## src/design/fllt_pkg.sv

```systemverilog
// Shared types and constants of the failed-login lockout table.
// No dependencies; used by every module of the block.
package fllt_pkg;

    localparam int TABLE_ENTRIES  = 16;
    localparam int KEY_BITS       = 64;
    localparam int TIME_BITS      = 32;
    localparam int DELAY_BITS     = 16;
    localparam int LIMIT_BITS     = 4;
    localparam int CFG_DATA_BITS  = 16;
    localparam int CFG_INDEX_BITS = 1;
    localparam int USED_BITS      = 5;

    localparam logic [CFG_INDEX_BITS-1:0] REG_DELAY_SECONDS = 1'b0;
    localparam logic [CFG_INDEX_BITS-1:0] REG_ATTEMPT_LIMIT = 1'b1;

    localparam logic CMD_FAIL    = 1'b0;
    localparam logic CMD_SUCCESS = 1'b1;

    localparam logic [DELAY_BITS-1:0] DELAY_RESET = 16'd8;
    localparam logic [LIMIT_BITS-1:0] LIMIT_RESET = 4'd4;

    typedef enum logic [1:0] {
        VERDICT_NONE  = 2'd0,
        VERDICT_LIMIT = 2'd1,
        VERDICT_FULL  = 2'd2
    } verdict_t;

    typedef struct packed {
        logic        cmd;
        logic [63:0] login_key;
        logic [31:0] now_seconds;
    } in_item_t;

    typedef struct packed {
        logic [1:0] verdict;
        logic [4:0] entries_used;
    } out_item_t;

    typedef enum logic [1:0] {
        TOK_NOP,
        TOK_REMOVE,
        TOK_BUMP,
        TOK_ADD
    } tok_op_t;

    // token walking along the row of cells
    typedef struct packed {
        logic     valid;
        tok_op_t  op;
        logic     purge;
        logic     place;
        verdict_t verdict;
    } token_t;

    typedef struct packed {
        logic valid;
        logic match;
        logic stale;
    } cell_stat_t;

    typedef enum logic [2:0] {
        ST_IDLE,
        ST_LOOK,
        ST_DECIDE,
        ST_WALK,
        ST_FINISH
    } ctrl_state_t;

endpackage

```

## src/design/fllt_cell.sv

```systemverilog
// One table entry of the lockout table: key, count, last time and valid bit.
// Applies the passing token to its own entry. Depends on fllt_pkg.
module fllt_cell (
    input  logic                          aclk,
    input  logic                          aresetn,
    input  logic                          look,
    input  logic [fllt_pkg::KEY_BITS-1:0]   key,
    input  logic [fllt_pkg::TIME_BITS-1:0]  now,
    input  logic [fllt_pkg::DELAY_BITS-1:0] delay,
    input  logic [fllt_pkg::LIMIT_BITS-1:0] limit,
    input  fllt_pkg::token_t              tok_in,
    output fllt_pkg::token_t              tok_out,
    output fllt_pkg::cell_stat_t          stat
);

    logic                          valid_reg, valid_next;
    logic [fllt_pkg::KEY_BITS-1:0]   key_reg, key_next;
    logic [fllt_pkg::LIMIT_BITS-1:0] count_reg, count_next;
    logic [fllt_pkg::TIME_BITS-1:0]  last_reg, last_next;
    logic                          match_reg, match_next;
    logic                          stale_reg, stale_next;
    fllt_pkg::token_t              tok_reg, tok_next;

    logic [fllt_pkg::TIME_BITS-1:0]  age;
    logic [fllt_pkg::LIMIT_BITS-1:0] bump_base;
    logic [fllt_pkg::LIMIT_BITS-1:0] bump_sum;
    logic                          limit_hit;
    logic                          purge_here;

    assign age        = now - last_reg;
    assign bump_base  = stale_reg ? '0 : count_reg;
    assign bump_sum   = bump_base + fllt_pkg::LIMIT_BITS'(1);
    assign limit_hit  = (bump_sum >= limit);
    assign purge_here = tok_in.purge && valid_reg && stale_reg;

    always_comb begin
        valid_next = valid_reg;
        key_next   = key_reg;
        count_next = count_reg;
        last_next  = last_reg;
        match_next = match_reg;
        stale_next = stale_reg;
        tok_next   = tok_in;

        if (look) begin
            match_next = valid_reg && (key_reg == key);
            stale_next = (age >= {{(fllt_pkg::TIME_BITS-fllt_pkg::DELAY_BITS){1'b0}}, delay});
        end

        if (tok_in.valid) begin
            case (tok_in.op)
                fllt_pkg::TOK_REMOVE: begin
                    if (match_reg) begin
                        valid_next = 1'b0;
                    end
                end
                fllt_pkg::TOK_BUMP: begin
                    if (match_reg) begin
                        last_next = now;
                        if (limit_hit) begin
                            count_next       = '0;
                            tok_next.verdict = fllt_pkg::VERDICT_LIMIT;
                        end else begin
                            count_next = bump_sum;
                        end
                    end
                end
                fllt_pkg::TOK_ADD: begin
                    if (purge_here) begin
                        valid_next = 1'b0;
                    end
                    if (tok_in.place && (!valid_reg || purge_here)) begin
                        valid_next     = 1'b1;
                        key_next       = key;
                        count_next     = fllt_pkg::LIMIT_BITS'(1);
                        last_next      = now;
                        tok_next.place = 1'b0;
                    end
                end
                default: begin
                end
            endcase
        end
    end

    always_ff @(posedge aclk) begin
        if (!aresetn) begin
            valid_reg <= 1'b0;
            match_reg <= 1'b0;
            stale_reg <= 1'b0;
            tok_reg   <= '0;
        end else begin
            valid_reg <= valid_next;
            match_reg <= match_next;
            stale_reg <= stale_next;
            tok_reg   <= tok_next;
        end
    end

    always_ff @(posedge aclk) begin
        key_reg   <= key_next;
        count_reg <= count_next;
        last_reg  <= last_next;
    end

    assign tok_out = tok_reg;
    assign stat    = '{valid: valid_reg, match: match_reg, stale: stale_reg};

endmodule

```

## config.mk

```make
export PLATFORM = sky130hd
export DESIGN_NAME = fllt_cell
export DESIGN_NICKNAME = d
export VERILOG_FILES = /design/src/design/fllt_pkg.sv /design/src/design/fllt_cell.sv
export SDC_FILE = /design/constraint.sdc
export NUM_CORES = 1
export LEC_CHECK = 0
export BUFFER_PORTS_ARGS = -buffer_cell sky130_fd_sc_hd__buf_2
export CAP_MARGIN = 30
export CORE_MARGIN = 2
export CORE_UTILIZATION = 45
export DETAILED_ROUTE_END_ITERATION = 16
export GPL_ROUTABILITY_DRIVEN = 0
export PLACE_DENSITY = 0.64
export SLEW_MARGIN = 20
export SYNTH_ARGS = -nofsm -noshare
export SYNTH_HDL_FRONTEND = slang
export SYNTH_SLANG_ARGS = --single-unit
export TNS_END_PERCENT = 1
```

## constraint.sdc

```tcl
create_clock -name aclk -period 4.59 [get_ports aclk]
set_input_delay 0.459 -clock aclk [delete_from_list [all_inputs] [get_ports aclk]]
set_output_delay 0.459 -clock aclk [all_outputs]
set_load 0.005 [all_outputs]
```

==> impl_metrics.ini <==
[run_status]
status = completed

[setup_path]
path_class = flop to flop
worstSetupEndpointType = flop
path_delay_family = compound AO/OA/AOI/OAI gates
path_cells = ha_1, fa_1, nor2b_4, o31a_1, o21ai_0, nand2b_1, a21o_1, a21o_1, a21o_1, nand2_1, a211oi_1, xor2_1, ha_1, a21oi_1, nor2b_1, o21ai_0, nand4_1, nor4_1, nand3_1, nor4_2, o2111ai_1, o221a_1
critPathLaunchType = flop
max_stage_delay_ps = 450
arrival_ps = 4380
critPathBufInv = 0
critPathSlowestCell = fa_1
cp_common_cell = a21o_1
crit_required_ps = 4830
cp_max_fo = 3

[clock_network]
hold_buffers = 0
post-cts-setup-buffer-count = 0
cts_root_buf = clkbuf_16
htreeDepth = 3
clk_path_buf_depth = 2
cts_buffers = 9
cts_tree = done
path_clk_slew_ps = 80
cts.sinks = 110
clk_latency_ps = 350
ctsResizeCount = 0

[grt]
gr-usage-met2_pct = 30.3
grt.busiest_layer = met2
grt_first_pass_wirelength_mm = 21.8
use_met3_pct = 3.62
overflow = 0
use_met1_pct = 23.9
grt_pass1_vias = 4730
antenna_found_initial = 3
grt_max_degree = 38
grtUsageTotal_pct = 18.4

[route]
drt_iter0_drc = 329
routed_wl_mm = 13.9
drc = 0
viasPerCell = 5.31
ant_nets = 0
dr.pass1.iters = 5
wl_per_cell_um = 15.2
num_vias = 4857

[placed_design]
dpl.cell_count = 897
place_hpwl_mm = 10.9
place_area_mm2 = 0.00735
post-place-ws_ps = 191
portBuffers = 135

[timing]
fin_crit_sh_pct = 90.1
setup_tns_ps = 0
slew_violations = 0
min_period_ps = 4130
tightestPinTransition_ps = 749
max_freq_ghz = 0.242
finalWorstSetupSlack_ps = 456
finalClockSkew_ps = 6.47
hold_viol = 0
relSlewSlack_pct = 48.8
setup_viol = 0
hold-worst-slack_ps = 294
rsz0062_at_grt = no

[logic_synthesis]
synth_top_area_cell = edfxtp_1
synth_common_cells = edfxtp_1, inv_1, ha_1
synth_cell_type_count = 59
synthMostInstantiatedCell = edfxtp_1
synth_top_area_share_pct = 46.4
synth-seq-cells = 110
ys_async_sr_fraction_pct = 0
synth_edf_count = 100
ys_top_cells_by_area = edfxtp_1, ha_1, xnor2_1
synth_fp_nets = 765
synthCells = 586
avgSynthCellArea_um2 = 11.0
netlist_area_mm2 = 0.00647
synth-seq-area-share_pct = 49.5
synth_top_flop_cell = edfxtp_1
yosys_warnings = 0

[floorplan]
core_area_mm2 = 0.0140
die_w_um = 124
start_util_pct = 46.3
die_height_um = 124
dieArea_mm2 = 0.0154
pin_count = 136
row_count = 43

[layout]
fin_cells = 915
syn2layout_area_growth_pct = 18.0
drive_above_1_share_pct = 22.1
largest_reg_flops = 64
design_area_mm2 = 0.00764
nets = 907
fillers = 1239

[pwr]
leakagePower_nw = 3.25
ir_drop_mv = 0.211
power_density_mw_per_mm2 = 296

[worst_hold_path]
hold_class = input pin to flop

[flow_run]
max-cap-violations = 0
routing by layer:
metal / wire length [um] / up-vias
li1: - / 2428
met1: 6400 / 2271
met2: 6430 / 134
met3: 742 / 22
met4: 288 / 2
met5: 7 / -
final cells by class:
cell class	instances	area (um2)	area share [%]
sequential	110	3200	41.9
multi-input combinational	391	2930	38.4
timing repair buffer	137	691	9.04
inverter	79	297	3.88
clock buffer	9	225	2.95
tap	180	225	2.95
clock inverter	7	56.3	0.737
antenna	2	5.00	0.0655
cells by family (layout without fill, tap and decap cells):
logic type                 count (synthesis)  count (layout)  share of synthesized area [%]
AOI/OAI and AO/OA                        123             123                           13.0
xor gates and xnor gates                  71              71                           9.61
adders and majority gates                 53              53                           10.4
buffers and inverters                     85             232                           5.14
DFF                                      110             110                           49.5
muxes                                      3               3                          0.464
other                                      0               2                              0
and+or+nand+nor                          141             141                           11.9
stage by stage:
step                      utilization, %  total power [mW]
final                               54.6              2.26
after CTS                           54.6              2.28
after detailed placement            52.5              1.53
after floorplan                        -              1.39
after global routing                54.6              2.37
after global placement              52.5              1.52
path summary, 6_finish.rpt:
| check | to | cells after the start | startpoint | slack, ps |
|---|---|---|---|---|
| max | stale_reg | 22 | last_reg[0] | 460 |
| min | last_reg[0] | 1 | now[0] | 290 |
| max reg2reg | stale_reg | 22 | last_reg[0] | 460 |
| min reg2reg | valid_reg | 2 | valid_reg | 580 |
report_power, final:
group / switching (mW) / internal, mW
logic: 0.198 / 0.171
registers: 0.0110 / 1.12
clock network: 0.382 / 0.378
cells in the final DEF (no fill, tap or decap), drive strengths merged, types with 6 or more instances in the layout:
cell type and count:
a21o 15, a21oi 30, and2 12, buf 137, clkbuf 9, dfxtp 10
edfxtp 100, ha 52, inv 83, nand2 30, nand2b 8, nand3 12
nand4 16, nor2 22, nor2b 9, nor3 6, nor4 13, o21ai 18
o22ai 7, xnor2 49, xor2 22
Note: power is estimated with default switching activity, not from simulation.
