`config.mk`:
```
export PLATFORM = sky130hd
export DESIGN_NAME = fllt_ctrl
export DESIGN_NICKNAME = d
export VERILOG_FILES = /design/src/design/fllt_pkg.sv /design/src/design/fllt_ctrl.sv
export SDC_FILE = /design/constraint.sdc
export NUM_CORES = 1
export LEC_CHECK = 0
export ABC_AREA = 1
export BUFFER_PORTS_ARGS = -buffer_cell sky130_fd_sc_hd__clkbuf_2
export CORE_MARGIN = 2
export CORE_UTILIZATION = 48
export CTS_CLUSTER_DIAMETER = 150
export CTS_CLUSTER_SIZE = 14
export DETAILED_ROUTE_END_ITERATION = 6
export PLACE_DENSITY = 0.86
export SYNTH_ARGS = -nofsm -noshare
export SYNTH_HDL_FRONTEND = slang
export SYNTH_SLANG_ARGS = --single-unit
```
`constraint.sdc`:
```
create_clock -name aclk -period 12.35 [get_ports aclk]
set_clock_uncertainty 0.15 [all_clocks]
set_input_delay 1.235 -clock aclk [delete_from_list [all_inputs] [get_ports aclk]]
set_output_delay 1.235 -clock aclk [all_outputs]
set_load 0.02 [all_outputs]
```
`src/design/fllt_pkg.sv`:
```
// Shared types and constants of the failed-login lockout table.
// No dependencies; used by every module of the block.
package fllt_pkg;

    localparam int TABLE_ENTRIES  = 16;
    localparam int KEY_BITS       = 64;
    localparam int TIME_BITS      = 32;
    localparam int DELAY_BITS     = 16;
    localparam int LIMIT_BITS     = 4;
    localparam int CFG_DATA_BITS  = 16;
    localparam int CFG_INDEX_BITS = 1;
    localparam int USED_BITS      = 5;

    localparam logic [CFG_INDEX_BITS-1:0] REG_DELAY_SECONDS = 1'b0;
    localparam logic [CFG_INDEX_BITS-1:0] REG_ATTEMPT_LIMIT = 1'b1;

    localparam logic CMD_FAIL    = 1'b0;
    localparam logic CMD_SUCCESS = 1'b1;

    localparam logic [DELAY_BITS-1:0] DELAY_RESET = 16'd8;
    localparam logic [LIMIT_BITS-1:0] LIMIT_RESET = 4'd4;

    typedef enum logic [1:0] {
        VERDICT_NONE  = 2'd0,
        VERDICT_LIMIT = 2'd1,
        VERDICT_FULL  = 2'd2
    } verdict_t;

    typedef struct packed {
        logic        cmd;
        logic [63:0] login_key;
        logic [31:0] now_seconds;
    } in_item_t;

    typedef struct packed {
        logic [1:0] verdict;
        logic [4:0] entries_used;
    } out_item_t;

    typedef enum logic [1:0] {
        TOK_NOP,
        TOK_REMOVE,
        TOK_BUMP,
        TOK_ADD
    } tok_op_t;

    // token walking along the row of cells
    typedef struct packed {
        logic     valid;
        tok_op_t  op;
        logic     purge;
        logic     place;
        verdict_t verdict;
    } token_t;

    typedef struct packed {
        logic valid;
        logic match;
        logic stale;
    } cell_stat_t;

    typedef enum logic [2:0] {
        ST_IDLE,
        ST_LOOK,
        ST_DECIDE,
        ST_WALK,
        ST_FINISH
    } ctrl_state_t;

endpackage

```
`src/design/fllt_ctrl.sv`:
```
// Sequencer of the lockout table: takes an item, samples the cells, launches
// the token along the row and returns the result. Depends on fllt_pkg.
module fllt_ctrl (
    input  logic                                         aclk,
    input  logic                                         aresetn,
    input  logic                                         s_valid,
    output logic                                         s_ready,
    input  fllt_pkg::in_item_t                           s_data,
    output logic                                         m_valid,
    input  logic                                         m_ready,
    output fllt_pkg::out_item_t                          m_data,
    output logic                                         look,
    output logic [fllt_pkg::KEY_BITS-1:0]                req_key,
    output logic [fllt_pkg::TIME_BITS-1:0]               req_now,
    output fllt_pkg::token_t                             tok_launch,
    input  fllt_pkg::token_t                             tok_ret,
    input  fllt_pkg::cell_stat_t [fllt_pkg::TABLE_ENTRIES-1:0] stat
);

    fllt_pkg::ctrl_state_t state_reg, state_next;
    fllt_pkg::in_item_t    req_reg;
    fllt_pkg::verdict_t    verdict_reg;
    logic                  m_valid_reg, m_valid_next;
    fllt_pkg::out_item_t   m_data_reg;

    logic [fllt_pkg::TABLE_ENTRIES-1:0] valid_vec;
    logic [fllt_pkg::TABLE_ENTRIES-1:0] match_vec;
    logic [fllt_pkg::TABLE_ENTRIES-1:0] room_vec;
    logic                               found;
    logic                               full;
    logic                               room;
    logic                               s_accept;
    logic                               out_load;

    always_comb begin
        for (int i = 0; i < fllt_pkg::TABLE_ENTRIES; i++) begin
            valid_vec[i] = stat[i].valid;
            match_vec[i] = stat[i].match;
            room_vec[i]  = !stat[i].valid || stat[i].stale;
        end
    end

    assign found = |match_vec;
    assign full  = &valid_vec;
    assign room  = |room_vec;

    always_comb begin
        state_next = state_reg;
        unique case (state_reg)
            fllt_pkg::ST_IDLE:   if (s_valid) state_next = fllt_pkg::ST_LOOK;
            fllt_pkg::ST_LOOK:   state_next = fllt_pkg::ST_DECIDE;
            fllt_pkg::ST_DECIDE: state_next = fllt_pkg::ST_WALK;
            fllt_pkg::ST_WALK:   if (tok_ret.valid) state_next = fllt_pkg::ST_FINISH;
            fllt_pkg::ST_FINISH: if (!m_valid_reg || m_ready) state_next = fllt_pkg::ST_IDLE;
            default:             state_next = fllt_pkg::ST_IDLE;
        endcase
    end

    always_comb begin
        s_ready    = 1'b0;
        look       = 1'b0;
        out_load   = 1'b0;
        tok_launch = '{valid: 1'b0, op: fllt_pkg::TOK_NOP, purge: 1'b0, place: 1'b0,
                       verdict: fllt_pkg::VERDICT_NONE};
        unique case (state_reg)
            fllt_pkg::ST_IDLE:   s_ready = 1'b1;
            fllt_pkg::ST_LOOK:   look = 1'b1;
            fllt_pkg::ST_DECIDE: begin
                tok_launch.valid = 1'b1;
                if (req_reg.cmd == fllt_pkg::CMD_SUCCESS) begin
                    tok_launch.op = fllt_pkg::TOK_REMOVE;
                end else if (found) begin
                    tok_launch.op = fllt_pkg::TOK_BUMP;
                end else if (!full) begin
                    tok_launch.op    = fllt_pkg::TOK_ADD;
                    tok_launch.place = 1'b1;
                end else if (room) begin
                    tok_launch.op    = fllt_pkg::TOK_ADD;
                    tok_launch.purge = 1'b1;
                    tok_launch.place = 1'b1;
                end else begin
                    tok_launch.verdict = fllt_pkg::VERDICT_FULL;
                end
            end
            fllt_pkg::ST_WALK:   begin
            end
            fllt_pkg::ST_FINISH: out_load = !m_valid_reg || m_ready;
            default:             begin
            end
        endcase
    end

    assign s_accept = s_valid && s_ready;

    always_comb begin
        m_valid_next = m_valid_reg;
        if (out_load) begin
            m_valid_next = 1'b1;
        end else if (m_ready) begin
            m_valid_next = 1'b0;
        end
    end

    always_ff @(posedge aclk) begin
        if (!aresetn) begin
            state_reg   <= fllt_pkg::ST_IDLE;
            m_valid_reg <= 1'b0;
        end else begin
            state_reg   <= state_next;
            m_valid_reg <= m_valid_next;
        end
    end

    always_ff @(posedge aclk) begin
        if (s_accept) begin
            req_reg <= s_data;
        end
        if ((state_reg == fllt_pkg::ST_WALK) && tok_ret.valid) begin
            verdict_reg <= tok_ret.verdict;
        end
        if (out_load) begin
            m_data_reg.verdict      <= verdict_reg;
            m_data_reg.entries_used <= fllt_pkg::USED_BITS'($countones(valid_vec));
        end
    end

    assign req_key = req_reg.login_key[fllt_pkg::KEY_BITS-1:0];
    assign req_now = req_reg.now_seconds;
    assign m_valid = m_valid_reg;
    assign m_data  = m_data_reg;

endmodule

```
==> results.md <==
* Die ar. at about 11,000 sq um
* Max reg flops at between 60 and 70
* ANT cells at 0
* Clk buf depth at 2
* Critical Path RT at 12.40 ns
* Routed Antenna Nets at 0
* Initial antenna violation count at 0
* Std cell rows at 36
* Detailed placer's ending HPWL at just under 8000 um
* Worst EP arrival at 4.29 ns
* Worst-path cell with the longest stage delay: fa_1
* DRT Pass-1 Iters at 4
* Final Max Slew Viols at 0
* Fmax at 0.236 GHz
* RR Endpoint: req_key[48]
* Total number of vias at roughly 3,000
* Post-cts resize count at 0
* Clock-pin slew of the registers on the worst-case setup and hold paths at 0.10 ns
* Status: complete, no violations
* Slew margin rel. at 50.9%
* Hold Crit Start: verdict_reg[1]
* Layout cells sized above 1 at 53.2%
* Worst-path maximum fanout at 3
* Sequential area share after synthesis at 67.0%
* Nets at ~720
* IO buf count at 263
* R2R Path Start: state_reg[0]
* Setup crit start kind: input port
* Final setup viols at 0
* Synth-to-layout area growth at 20.8%
* H-tree depth at 3
* # hold bufs at CTS at 0
* Num CTS Buffers at 9
* Total Neg Setup Slack at 0 ns
* Total power draw at approximately 0.9 mW
* Crit path cell chain: clkbuf_2, inv_1, fa_1, fa_1, fa_1, fa_1, inv_1, ha_1, inv_1, fa_1, o21ai_0
* Endpoints failing hold at 0
* Drt wl/cell at ~14 um
* Max-cap viol count at 0
* CTS tree: yes
* Ports at roughly 270
* GR Overflow Total at 0
* Chip Height at ~100 um
* Worst slew pin tran at 0.737 ns
* TritonCTS Sinks at between 100 and 150
* Placed cell areas at 5650 sq um
* Tot GR Track Use at between 15 and 20%
* Setup bufs post-CTS at 0
* Synth Cell Area at just under 5000 sq um
* HP Class: flop to flop
* CP peak stage delay at between 0.5 and 0.6 ns
* Leakage at approximately 2.8 nW
* Reg2reg setup slack at ~10 ns
* CP Capture Type: flop
* Core area at between 9000 and 10,000 sq um
* Root Buffer: clkbuf_8
* First DRT Iteration DRCs at roughly 110
* Final period util at 34.3%
* Unrepaired setup endpoints after global routing: false
* Syn Area/Cell at ~13 sq um
* Via density per instance at between 4 and 5
* Final RePlAce weighted congestion at 0.878
* Largest net degree at the start of global routing at 60
* Post-route cell area at slightly below 6000 sq um
* Vias in the first global route at about 3,000
* Chip width at roughly 100 um
* Starting Density at 49.6%
* Synth unique cells at 23
* Clock Latency Late Sink at ~0.37 ns
* Syn Inst Count at 364
* DR DRC count at 0
* Kind of critical path: input port to flop
* Worst hold endpoint: m_data[6]
* PnR worst setup slack at about 8.1 ns
* Peak VDD IR at 0.0677 mV
* Hold Crit Depth at 0
* Most used cell along the critical path: fa_1
* Synth Warn # at 0
* Global-route wire length before repair at ~15,000 um
* Cell Pwr Density at roughly 150 nW/um^2
* Hold slack at ~0.28 ns
* Reg2Reg Depth at 4
* Post-synthesis register bit count at 110
* Pre-CTS setup slack at just under 8 ns
* Final min period at approximately 4.2 ns
* Drt total wl at approximately 9600 um
* Mapped Nets at 536
-- metal layers --
metal | vias up | global-route usage, % | share of wire, %
met5 | - | 0 | 0
met4 | 0 | 6.67 | 2.6
met3 | 19 | 6.36 | 9.3
met2 | 179 | 33.5 | 55
met1 | 1349 | 17.9 | 33
li1 | 1439 | - | -
-- worst max path at each step --
stage / startpoint / depth (start not counted) / end
after floorplan: s_valid / 2 / req_key[0]
after global placement: stat[2] / 11 / m_data[2]
after detailed placement: stat[2] / 11 / m_data[4]
after CTS: stat[2] / 11 / m_data[4]
after global routing: stat[2] / 11 / m_data[4]
final: stat[2] / 11 / m_data[4]
-- worst max-delay path, delay by kind of cell --
family,cells,cell delay (ns)
AOI/OAI and AO/OA,1,0.23
adders and majority gates,6,2.52
buffers and inverters,4,0.30
-- cell usage in the layout (no fill, tap or decap), types with 4 or more instances in the layout --
| cell type | n |
|---|---|
| nor2_2 | 5 |
| nor2_1 | 27 |
| clkbuf_2 | 263 |
| nand3_1 | 4 |
| clkbuf_8 | 9 |
| dfxtp_1 | 4 |
| nand2_1 | 32 |
| ha_1 | 6 |
| fa_1 | 10 |
| edfxtp_1 | 106 |
| inv_1 | 53 |
-- power breakdown --
group          switching [mW]  internal (mW)  leakage, nW  total [mW]
sequential            0.00968          0.455         1.03       0.465
combinational           0.115         0.0681         1.64       0.183
clock                   0.129          0.101        0.113       0.229
-- cell usage after synthesis --
| library cell | instances | area [sq um] |
|---|---|---|
| a211oi_2 | 1 | 12.5 |
| xnor2_1 | 1 | 8.76 |
| nand4_1 | 1 | 6.26 |
| o21ai_0 | 1 | 5.00 |
| and2_1 | 2 | 12.5 |
| nor2_4 | 1 | 11.3 |
| nor2_1 | 27 | 101 |
| ha_1 | 6 | 75.1 |
| a31oi_1 | 1 | 6.26 |
| nor2_2 | 5 | 31.3 |
| nand3_1 | 4 | 20.0 |
| nor3_1 | 4 | 20.0 |
| edfxtp_1 | 106 | 3180 |
| nor4_1 | 1 | 6.26 |
| dfxtp_1 | 4 | 80.1 |
| a21oi_1 | 3 | 15.0 |
| nand2_2 | 2 | 12.5 |
| fa_1 | 10 | 200 |
| inv_1 | 53 | 199 |
| buf_4 | 97 | 728 |
| xor2_1 | 1 | 8.76 |
| nand2_1 | 32 | 120 |
| conb_1 | 1 | 3.75 |
-- final cells by class --
type | instances | area (sq um)
Tap cell | 133 | 166
Clock buffer | 9 | 124
Inverter | 53 | 199
Timing Repair Buffer | 266 | 1340
Sequential cell | 110 | 3260
Clock inverter | 7 | 105
Fill cell | 799 | 3940
Multi-Input combinational cell | 104 | 682
-- metrics by stage --
stage	util [%]	instances
finish	59.9	682
global route	59.9	682
CTS	59.9	682
detailed placement	57.5	666
global placement	57.5	666
floorplan	-	364
-- kinds of logic (layout without fill, tap and decap cells) --
family | after synthesis | count (layout) | synth area share (%)
buffers and inverters | 150 | 335 | 19.0
DFF | 110 | 110 | 67.0
and+or+nand+nor | 79 | 79 | 7.02
adders and majority gates | 16 | 16 | 5.66
AOI/OAI and AO/OA | 6 | 6 | 0.797
xor gates and xnor gates | 2 | 2 | 0.360
other | 1 | 1 | 0.0770
Note: power is estimated with default switching activity, not from simulation.
